--- src/cps_pkg.sv ---
// cps_pkg: shared types and constants of the contour point smoother
// depends on nothing; used by every module under src
package cps_pkg;

    localparam int COORD_W     = 20;
    localparam int FRAC_W      = 4;
    localparam int WEIGHT_W    = 4;
    localparam int CFG_IDX_W   = 2;
    localparam int CFG_DATA_W  = WEIGHT_W;

    // accumulator and divider sizing, bounded by three weighted distances
    localparam int MAX_DIST    = 3;
    localparam int DIST_W      = 2;
    localparam int UNIT_WEIGHT = 8;
    localparam int NUM_W       = 28;
    localparam int DEN_W       = 7;
    localparam int QUO_W       = COORD_W - FRAC_W;
    localparam int QCNT_W      = 4;

    localparam logic [CFG_IDX_W-1:0] REG_WEIGHT_NEAR = 2'd0;
    localparam logic [CFG_IDX_W-1:0] REG_WEIGHT_MID  = 2'd1;
    localparam logic [CFG_IDX_W-1:0] REG_WEIGHT_FAR  = 2'd2;

    localparam logic [WEIGHT_W-1:0] WEIGHT_NEAR_RST = 4'd7;
    localparam logic [WEIGHT_W-1:0] WEIGHT_MID_RST  = 4'd6;
    localparam logic [WEIGHT_W-1:0] WEIGHT_FAR_RST  = 4'd5;

    typedef logic [WEIGHT_W-1:0] weight_t;

    typedef struct packed {
        logic signed [COORD_W-1:0] x;
        logic signed [COORD_W-1:0] y;
    } point_t;

endpackage

--- src/cps_cell.sv ---
// cps_cell: one storage cell of the point chain
// depends on cps_pkg (point_t)
module cps_cell (
    input  logic            clk,
    input  logic            shift_en,
    input  cps_pkg::point_t din,
    output cps_pkg::point_t dout
);

    cps_pkg::point_t pt_reg;

    // takes the upper neighbor's point on every chain shift
    always_ff @(posedge clk)
    begin
        if (shift_en)
        begin
            pt_reg <= din;
        end
    end

    assign dout = pt_reg;

endmodule

--- src/cps_divider.sv ---
// cps_divider: bit-serial signed divide of a weighted sum by sixteen times its weight
// depends on cps_pkg (widths); gives the whole-coordinate quotient truncated toward zero
module cps_divider (
    input  logic                              clk,
    input  logic                              rst_n,
    input  logic                              start,
    input  logic signed [cps_pkg::NUM_W-1:0]  dividend,
    input  logic [cps_pkg::DEN_W-1:0]         den,
    output logic                              busy,
    output logic signed [cps_pkg::QUO_W-1:0]  quotient
);

    localparam int NUM_W = cps_pkg::NUM_W;
    localparam int QUO_W = cps_pkg::QUO_W;
    localparam int DSH_W = cps_pkg::DEN_W + cps_pkg::FRAC_W + QUO_W - 1;

    logic                        busy_reg, busy_next;
    logic [cps_pkg::QCNT_W-1:0]  cnt_reg, cnt_next;
    logic [NUM_W-1:0]            rem_reg, rem_next;
    logic [DSH_W-1:0]            dsh_reg, dsh_next;
    logic [QUO_W-1:0]            quo_reg, quo_next;
    logic                        neg_reg, neg_next;
    logic [NUM_W-1:0]            dsh_ext;
    logic                        fit;

    assign dsh_ext = NUM_W'(dsh_reg);
    assign fit     = rem_reg >= dsh_ext;

    always_comb
    begin
        busy_next = busy_reg;
        cnt_next  = cnt_reg;
        rem_next  = rem_reg;
        dsh_next  = dsh_reg;
        quo_next  = quo_reg;
        neg_next  = neg_reg;
        if (start)
        begin
            // magnitude stays below the divisor times two to the quotient width
            busy_next = 1'b1;
            cnt_next  = '0;
            neg_next  = dividend[NUM_W-1];
            rem_next  = dividend[NUM_W-1] ? NUM_W'(-dividend) : NUM_W'(dividend);
            dsh_next  = DSH_W'({den, {cps_pkg::FRAC_W{1'b0}}}) << (QUO_W - 1);
            quo_next  = '0;
        end
        else if (busy_reg)
        begin
            rem_next = fit ? rem_reg - dsh_ext : rem_reg;
            quo_next = {quo_reg[QUO_W-2:0], fit};
            dsh_next = dsh_reg >> 1;
            cnt_next = cnt_reg + 1'b1;
            if (cnt_reg == cps_pkg::QCNT_W'(QUO_W - 1))
            begin
                busy_next = 1'b0;
            end
        end
    end

    always_ff @(posedge clk or negedge rst_n)
    begin
        if (!rst_n)
        begin
            busy_reg <= 1'b0;
            cnt_reg  <= '0;
        end
        else
        begin
            busy_reg <= busy_next;
            cnt_reg  <= cnt_next;
        end
    end

    always_ff @(posedge clk)
    begin
        rem_reg <= rem_next;
        dsh_reg <= dsh_next;
        quo_reg <= quo_next;
        neg_reg <= neg_next;
    end

    assign busy     = busy_reg;
    assign quotient = neg_reg ? -$signed(quo_reg) : $signed(quo_reg);

endmodule

--- src/contour_point_smoother_core.sv ---
// contour_point_smoother_core: top level of the contour point smoother
// depends on cps_pkg, cps_cell (point chain) and cps_divider (one per coordinate)
//
// Collects a run of (x, y) points up to the request marked last_point and then
// returns the same number of points, out_last on the final one. The first and
// last points come back unchanged, as do all points of runs of HALF_TAPS+3 or
// fewer; every other point becomes the average of itself (weight one) and its
// neighbors up to three places away on each side that lie inside the run, with
// weight_near/weight_mid/weight_far in eighths, renormalized by the weights
// present and truncated toward zero to a whole coordinate. Points beyond
// MAX_POINTS are dropped, though a dropped last point still ends the run.
// Timing: one point is taken per cycle while the run loads. After the last
// point the chain is rolled until the first point sits in the center cell
// of HALF_TAPS+UPPER cells, UPPER being MAX_POINTS (at least HALF_TAPS+1);
// then an unchanged point passes through pick and emit, a smoothed point through
// pick, accumulate, the one-bit-per-cycle divider (16 steps) and emit. A result
// waiting on res_ready holds emission but not the loading of the next run,
// which starts as soon as the final result of a run has been registered. The
// user writes weight registers with cfg_we while the block is idle (unchecked).
module contour_point_smoother_core #(
    parameter int MAX_POINTS = 8,
    parameter int HALF_TAPS  = 3
) (
    input  logic                                  clk,
    input  logic                                  rst_n,
    // weight registers
    input  logic                                  cfg_we,
    input  logic [cps_pkg::CFG_IDX_W-1:0]         cfg_index,
    input  logic [cps_pkg::CFG_DATA_W-1:0]        cfg_data,
    // point requests
    input  logic                                  pt_valid,
    output logic                                  pt_ready,
    input  logic signed [cps_pkg::COORD_W-1:0]    x_coord,
    input  logic signed [cps_pkg::COORD_W-1:0]    y_coord,
    input  logic                                  last_point,
    // result requests
    output logic                                  res_valid,
    input  logic                                  res_ready,
    output logic signed [cps_pkg::COORD_W-1:0]    out_x,
    output logic signed [cps_pkg::COORD_W-1:0]    out_y,
    output logic                                  out_last
);

    localparam int COORD_W   = cps_pkg::COORD_W;
    localparam int NUM_W     = cps_pkg::NUM_W;
    localparam int DEN_W     = cps_pkg::DEN_W;
    localparam int DIST_W    = cps_pkg::DIST_W;
    localparam int PROD_W    = COORD_W + cps_pkg::WEIGHT_W + 2;

    // the chain needs room above the center for a full run and for the right taps
    localparam int UPPER     = (MAX_POINTS > HALF_TAPS + 1) ? MAX_POINTS : HALF_TAPS + 1;
    localparam int CHAIN_LEN = HALF_TAPS + UPPER;
    localparam int CNT_W     = $clog2(UPPER + 1);
    localparam int TAPS_USED = (HALF_TAPS < cps_pkg::MAX_DIST) ? HALF_TAPS : cps_pkg::MAX_DIST;
    localparam int CENTER    = HALF_TAPS;

    // tap cells; distances beyond TAPS_USED are never selected
    localparam int LEFT1     = CENTER - 1;
    localparam int LEFT2     = (HALF_TAPS >= 2) ? CENTER - 2 : 0;
    localparam int LEFT3     = (HALF_TAPS >= 3) ? CENTER - 3 : 0;
    localparam int RIGHT1    = CENTER + 1;
    localparam int RIGHT2    = (HALF_TAPS >= 2) ? CENTER + 2 : CENTER;
    localparam int RIGHT3    = (HALF_TAPS >= 3) ? CENTER + 3 : CENTER;

    localparam logic [2:0] ST_LOAD   = 3'd0;
    localparam logic [2:0] ST_PRE    = 3'd1;
    localparam logic [2:0] ST_PICK   = 3'd2;
    localparam logic [2:0] ST_ACC    = 3'd3;
    localparam logic [2:0] ST_DSTART = 3'd4;
    localparam logic [2:0] ST_DWAIT  = 3'd5;
    localparam logic [2:0] ST_EMIT   = 3'd6;

    // control state
    logic [2:0]               state_reg, state_next;
    logic [CNT_W-1:0]         count_reg, count_next;
    logic [CNT_W-1:0]         idx_reg, idx_next;
    logic [DIST_W-1:0]        dist_reg, dist_next;
    logic                     smooth_reg, smooth_next;
    logic                     res_valid_reg, res_valid_next;

    // weight registers
    cps_pkg::weight_t         w_near_reg, w_mid_reg, w_far_reg;

    // accumulators and result payload
    logic signed [NUM_W-1:0]   num_x_reg, num_x_next;
    logic signed [NUM_W-1:0]   num_y_reg, num_y_next;
    logic [DEN_W-1:0]          den_reg, den_next;
    logic signed [COORD_W-1:0] out_x_reg, out_x_next;
    logic signed [COORD_W-1:0] out_y_reg, out_y_next;
    logic                      out_last_reg, out_last_next;

    // chain
    cps_pkg::point_t          chain [CHAIN_LEN];
    cps_pkg::point_t          new_pt;
    cps_pkg::point_t          center_pt, left_pt, right_pt;
    logic                     chain_shift;

    // tap arithmetic
    cps_pkg::weight_t               tap_w;
    logic                           left_in, right_in;
    logic signed [COORD_W:0]        pair_x, pair_y;
    logic signed [PROD_W-1:0]       term_x, term_y;
    logic [DEN_W-1:0]               wsum;

    // divider
    logic                            div_start;
    logic                            div_busy_x, div_busy_y;
    logic signed [cps_pkg::QUO_W-1:0] quo_x, quo_y;

    // handshake helpers
    logic                     slot_free;
    logic                     not_full;
    logic [CNT_W-1:0]         count_after;
    logic                     run_smooth;
    logic                     is_final;

    assign new_pt = '{x: x_coord, y: y_coord};

    // row of cells; points enter at the top and move down one cell per shift
    for (genvar c = 0; c < CHAIN_LEN; c++)
    begin : g_cell
        cps_pkg::point_t cell_in;
        if (c == CHAIN_LEN - 1)
        begin : g_top
            assign cell_in = new_pt;
        end
        else
        begin : g_mid
            assign cell_in = chain[c+1];
        end
        cps_cell u_cell (
            .clk      (clk),
            .shift_en (chain_shift),
            .din      (cell_in),
            .dout     (chain[c])
        );
    end

    assign center_pt = chain[CENTER];

    // neighbor pair and weight of the distance now being summed
    always_comb
    begin
        case (dist_reg)
            2'd1:
            begin
                left_pt  = chain[LEFT1];
                right_pt = chain[RIGHT1];
                tap_w    = w_near_reg;
            end
            2'd2:
            begin
                left_pt  = chain[LEFT2];
                right_pt = chain[RIGHT2];
                tap_w    = w_mid_reg;
            end
            2'd3:
            begin
                left_pt  = chain[LEFT3];
                right_pt = chain[RIGHT3];
                tap_w    = w_far_reg;
            end
            default:
            begin
                left_pt  = center_pt;
                right_pt = center_pt;
                tap_w    = '0;
            end
        endcase
    end

    // a neighbor counts only when it lies inside the run
    assign left_in  = {1'b0, idx_reg} >= (CNT_W+1)'(dist_reg);
    assign right_in = ({1'b0, idx_reg} + (CNT_W+1)'(dist_reg)) < {1'b0, count_reg};

    assign pair_x = (left_in  ? (COORD_W+1)'(left_pt.x)  : '0)
                  + (right_in ? (COORD_W+1)'(right_pt.x) : '0);
    assign pair_y = (left_in  ? (COORD_W+1)'(left_pt.y)  : '0)
                  + (right_in ? (COORD_W+1)'(right_pt.y) : '0);
    assign term_x = $signed({1'b0, tap_w}) * pair_x;
    assign term_y = $signed({1'b0, tap_w}) * pair_y;
    assign wsum   = (left_in  ? DEN_W'(tap_w) : '0)
                  + (right_in ? DEN_W'(tap_w) : '0);

    assign slot_free   = !res_valid_reg || res_ready;
    assign not_full    = count_reg < CNT_W'(MAX_POINTS);
    assign count_after = count_reg + CNT_W'(not_full);
    assign run_smooth  = 32'(count_reg) > 32'(HALF_TAPS + 3);
    assign is_final    = idx_reg == (count_reg - CNT_W'(1));

    always_comb
    begin
        state_next     = state_reg;
        count_next     = count_reg;
        idx_next       = idx_reg;
        dist_next      = dist_reg;
        smooth_next    = smooth_reg;
        num_x_next     = num_x_reg;
        num_y_next     = num_y_reg;
        den_next       = den_reg;
        out_x_next     = out_x_reg;
        out_y_next     = out_y_reg;
        out_last_next  = out_last_reg;
        res_valid_next = res_valid_reg && !res_ready;
        chain_shift    = 1'b0;
        div_start      = 1'b0;
        pt_ready       = 1'b0;

        unique case (state_reg)
            ST_LOAD:
            begin
                pt_ready = 1'b1;
                if (pt_valid)
                begin
                    // full store: the point is dropped
                    chain_shift = not_full;
                    count_next  = count_after;
                    if (last_point)
                    begin
                        idx_next   = count_after;
                        state_next = ST_PRE;
                    end
                end
            end
            ST_PRE:
            begin
                // roll until the first point sits in the center cell
                if (idx_reg == CNT_W'(UPPER))
                begin
                    idx_next   = '0;
                    state_next = ST_PICK;
                end
                else
                begin
                    chain_shift = 1'b1;
                    idx_next    = idx_reg + CNT_W'(1);
                end
            end
            ST_PICK:
            begin
                smooth_next = run_smooth && (idx_reg != '0) && !is_final;
                if (run_smooth && (idx_reg != '0) && !is_final)
                begin
                    num_x_next = NUM_W'(center_pt.x) <<< 3;
                    num_y_next = NUM_W'(center_pt.y) <<< 3;
                    den_next   = DEN_W'(cps_pkg::UNIT_WEIGHT);
                    dist_next  = DIST_W'(1);
                    state_next = ST_ACC;
                end
                else
                begin
                    state_next = ST_EMIT;
                end
            end
            ST_ACC:
            begin
                num_x_next = num_x_reg + NUM_W'(term_x);
                num_y_next = num_y_reg + NUM_W'(term_y);
                den_next   = den_reg + wsum;
                dist_next  = dist_reg + DIST_W'(1);
                if (dist_reg == DIST_W'(TAPS_USED))
                begin
                    state_next = ST_DSTART;
                end
            end
            ST_DSTART:
            begin
                div_start  = 1'b1;
                state_next = ST_DWAIT;
            end
            ST_DWAIT:
            begin
                if (!div_busy_x && !div_busy_y)
                begin
                    state_next = ST_EMIT;
                end
            end
            ST_EMIT:
            begin
                if (slot_free)
                begin
                    res_valid_next = 1'b1;
                    out_last_next  = is_final;
                    if (smooth_reg)
                    begin
                        out_x_next = {quo_x, {cps_pkg::FRAC_W{1'b0}}};
                        out_y_next = {quo_y, {cps_pkg::FRAC_W{1'b0}}};
                    end
                    else
                    begin
                        out_x_next = center_pt.x;
                        out_y_next = center_pt.y;
                    end
                    if (is_final)
                    begin
                        count_next = '0;
                        state_next = ST_LOAD;
                    end
                    else
                    begin
                        chain_shift = 1'b1;
                        idx_next    = idx_reg + CNT_W'(1);
                        state_next  = ST_PICK;
                    end
                end
            end
            default:
            begin
                state_next = ST_LOAD;
            end
        endcase
    end

    cps_divider u_div_x (
        .clk      (clk),
        .rst_n    (rst_n),
        .start    (div_start),
        .dividend (num_x_reg),
        .den      (den_reg),
        .busy     (div_busy_x),
        .quotient (quo_x)
    );

    cps_divider u_div_y (
        .clk      (clk),
        .rst_n    (rst_n),
        .start    (div_start),
        .dividend (num_y_reg),
        .den      (den_reg),
        .busy     (div_busy_y),
        .quotient (quo_y)
    );

    // control registers
    always_ff @(posedge clk or negedge rst_n)
    begin
        if (!rst_n)
        begin
            state_reg     <= ST_LOAD;
            count_reg     <= '0;
            idx_reg       <= '0;
            dist_reg      <= '0;
            smooth_reg    <= 1'b0;
            res_valid_reg <= 1'b0;
        end
        else
        begin
            state_reg     <= state_next;
            count_reg     <= count_next;
            idx_reg       <= idx_next;
            dist_reg      <= dist_next;
            smooth_reg    <= smooth_next;
            res_valid_reg <= res_valid_next;
        end
    end

    // weight registers, upper indexes ignored
    always_ff @(posedge clk or negedge rst_n)
    begin
        if (!rst_n)
        begin
            w_near_reg <= cps_pkg::WEIGHT_NEAR_RST;
            w_mid_reg  <= cps_pkg::WEIGHT_MID_RST;
            w_far_reg  <= cps_pkg::WEIGHT_FAR_RST;
        end
        else if (cfg_we)
        begin
            unique case (cfg_index)
                cps_pkg::REG_WEIGHT_NEAR: w_near_reg <= cfg_data;
                cps_pkg::REG_WEIGHT_MID:  w_mid_reg  <= cfg_data;
                cps_pkg::REG_WEIGHT_FAR:  w_far_reg  <= cfg_data;
                default:
                begin
                end
            endcase
        end
    end

    // payload registers
    always_ff @(posedge clk)
    begin
        num_x_reg    <= num_x_next;
        num_y_reg    <= num_y_next;
        den_reg      <= den_next;
        out_x_reg    <= out_x_next;
        out_y_reg    <= out_y_next;
        out_last_reg <= out_last_next;
    end

    assign res_valid = res_valid_reg;
    assign out_x     = out_x_reg;
    assign out_y     = out_y_reg;
    assign out_last  = out_last_reg;

endmodule

--- config.mk ---
export PLATFORM = sky130hd
export DESIGN_NAME = contour_point_smoother_core
export DESIGN_NICKNAME = d
export VERILOG_FILES = /design/src/cps_pkg.sv /design/src/cps_cell.sv /design/src/cps_divider.sv /design/src/contour_point_smoother_core.sv
export SDC_FILE = /design/constraint.sdc
export NUM_CORES = 2
export LEC_CHECK = 0
export ABC_CLOCK_PERIOD_IN_PS = 12400
export BUFFER_PORTS_ARGS = -buffer_cell sky130_fd_sc_hd__buf_2
export CORE_UTILIZATION = 25
export CTS_CLUSTER_SIZE = 8
export DETAILED_ROUTE_END_ITERATION = 8
export PLACE_DENSITY = 0.45
export SYNTH_ARGS = -nofsm -noshare
export SYNTH_HDL_FRONTEND = slang
export SYNTH_SLANG_ARGS = --single-unit
--- constraint.sdc ---
create_clock -name clk -period 12.4 [get_ports clk]
set_clock_uncertainty 0.15 [all_clocks]
set_input_delay 0.62 -clock clk [delete_from_list [all_inputs] [get_ports clk]]
set_output_delay 0.62 -clock clk [all_outputs]
set_load 0.1 [all_outputs]
==> reports/qor.yml <==
global_route:
  use_met3_pct: 2.01
  overflow: 0
  busiest_layer: "met2"
  grt_antenna_before_repair: 5
  grt_pass1_vias: 28500
  grtUsageMet1_pct: 17.9
  use_met2_pct: 19.2
  grt_max_degree: 164
  grt_pass1_wl_um: 166000
  track_usage_pct: 12.5
sta:
  tns_ns: 0
  hold_violations: 0
  timing.fmax_ghz: 0.105
  drv_slew: 0
  min_period_over_period_pct: 77.0
  maxSlewHeadroom_pct: 29.2
  timing.final.crit_period_ns: 9.55
  setup_violations: 0
  worst_pin_slew_ns: 1.06
  rsz0062_at_grt: "no"
  fin_hold_ws_ns: 0.0949
final_layout:
  largest_reg_flops: 440
  area_growth_pct: 15.1
  layout_common_cells: "616 x edfxtp_1, 375 x nor2_1, 352 x inv_1"
  utilization_pct: 29.0
  layout_commonest_cell: "edfxtp_1"
  drive_gt1_share_pct: 7.57
  layout.nets: 4335
critical_path:
  r2r-start: "dist_reg[0]"
  r2r-end: "num_y_reg[27]"
  critical_path_class: "reg -> reg"
  required_ns: 12.67
  crit_fanout: 8
  critPathLaunchType: "flip-flop"
  arrival_ns: 9.83
  slowest_stage: "a221oi_1"
  reg2reg_depth: 33
  critPathMostFrequentCell: "fa_1"
  r2r_setup_slack_ns: 2.85
  cp_slowest_stage_delay_ns: 0.71
  crit_path_end_kind: "flip-flop"
yosys:
  syn_avg_cell_area_um2: 11.0
  synth-seq-area-share_pct: 49.8
  synthesis.instances: 3794
  netlist_area_mm2: 0.0418
  yosys_register_bits: 723
  synth_edf_count: 616
  async_flop_share_pct: 5.12
  yosys-top-cells-area: "edfxtp_1 44%, fa_1 7.3%, ha_1 6.9%"
  ys_types: 76
  synth_nets: 4229
  yosysTopAreaCell: "edfxtp_1"
  yosysTopAreaCellShare_pct: 44.3
  synth-main-ff-cell: "edfxtp_1"
  yosysWarningCount: 0
die:
  std_cell_rows: 149
  coreArea_mm2: 0.166
  start_util_pct: 25.2
  die_w_um: 411
  io_pins: 95
  die_height_um: 411
  die_area_mm2: 0.169
clock_tree:
  cts_hold_buffers: 45
  clockRootBuffer: "clkbuf_16"
  cts.path.max_buffers: 3
  htreeDepth: 3
  cts.repair.resized: 0
  clk_latency_ns: 0.71
  clock_sinks: 723
  path_clk_slew_ns: 0.06
  cts_tree: "done"
  cts_setup_buffers: 0
  cts_made_buffers: 101
placed_design:
  io_buffers: 94
  gp_congestion: 0.856
  dp_hpwl_um: 74000
worst_hold_path:
  min_delay_path_depth: 3
  whs_endpoint: "count_reg[0]"
  hold_class: "in -> reg"
  min_from: "pt_valid"
routing:
  ant_nets: 0
  wl_um: 106000
  first_iter_violations: 1702
  drt-pass1-iter-count: 5
  vias_per_cell: 4.55
  wl_per_cell_um: 17.3
  route.detailed.drc: 0
  via_count: 28000
run:
  drv_cap: 0
run_status:
  outcome: "complete, no violations"
## per-stage QoR
| stage | cell area (µm²) | setup WS (ns) | cells |
|---|---|---|---|
| 2_1_floorplan | 41800 | 3.65 | 3794 |
| 3_3_place_gp | 44700 | 2.99 | 5941 |
| 3_5_place_dp | 44700 | 2.86 | 5941 |
| 4_1_cts | 48100 | 2.84 | 6153 |
| 5_1_grt | 48100 | 2.26 | 6155 |
| 6_report | 48100 | 2.85 | 6156 |
## cell families after synthesis
family                     Yosys count  synth area share (%)
muxes                              101                  2.49
adders and majority gates          383                  14.2
xor gates and xnor gates           227                  4.76
AOI/OAI and AO/OA                  907                  13.8
and+or+nand+nor                    932                  10.3
DFF                                723                  49.8
buffers and inverters              521                  4.69
## worst max-delay path by stage
| stage | from | cells after the start | end |
|---|---|---|---|
| 6_report | dist_reg[0] | 33 | num_y_reg[27] |
| 5_1_grt | dist_reg[0] | 33 | num_y_reg[27] |
| 4_1_cts | dist_reg[0] | 33 | num_y_reg[27] |
| 3_5_place_dp | dist_reg[0] | 33 | num_y_reg[27] |
| 3_3_place_gp | dist_reg[0] | 33 | num_y_reg[27] |
| 2_1_floorplan | state_reg[1] | 4 | g_cell[0].u_cell.dout[0] |
## per-layer routing
| metal | wire length [µm] | vias up |
|---|---|---|
| li1 | - | 13700 |
| met1 | 52900 | 13700 |
| met2 | 46500 | 466 |
| met3 | 4420 | 115 |
| met4 | 2330 | 0 |
| met5 | 0 | - |
## area by class of cell
type                    count  area [µm²]
inverters                 354        1330
repair buffers            170        1180
multi-input cells        2550       19100
clock buffers             161        2760
clock inverters             6         149
well taps                2189        2740
flip-flops and latches    723       20800
fillers                 17300      117000
diodes                      3        7.51
## synth_stat cells, drive strengths merged, types with 17 or more instances
library cell / count
a22oi: 80
buf: 17
edfxtp: 616
a21oi: 281
xor2: 101
o21a: 35
inv: 353
dfxtp: 70
o21ai: 185
dfrtp: 30
nor3: 45
o21bai: 17
and3: 22
mux2: 23
nand2: 225
o31ai: 38
ha: 231
mux2i: 78
clkbuf: 150
fa: 152
nor2b: 83
a21o: 64
xnor2: 126
nand2b: 40
nor2: 376
nand3: 43
a211oi: 96
nand4: 19
## worst max-delay path, delay by kind of cell (launching register included)
family | cells | cell delay [ns]
buffers and inverters | 3 | 0.17
adders and majority gates | 9 | 3.55
xor gates and xnor gates | 2 | 0.31
and+or+nand+nor | 5 | 1.07
DFF | 1 | 0.50
AOI/OAI and AO/OA | 14 | 3.49
Power is left out: the tool's default activity adds up to more than one toggle a clock period on the data nets, which glitch-free logic cannot reach.
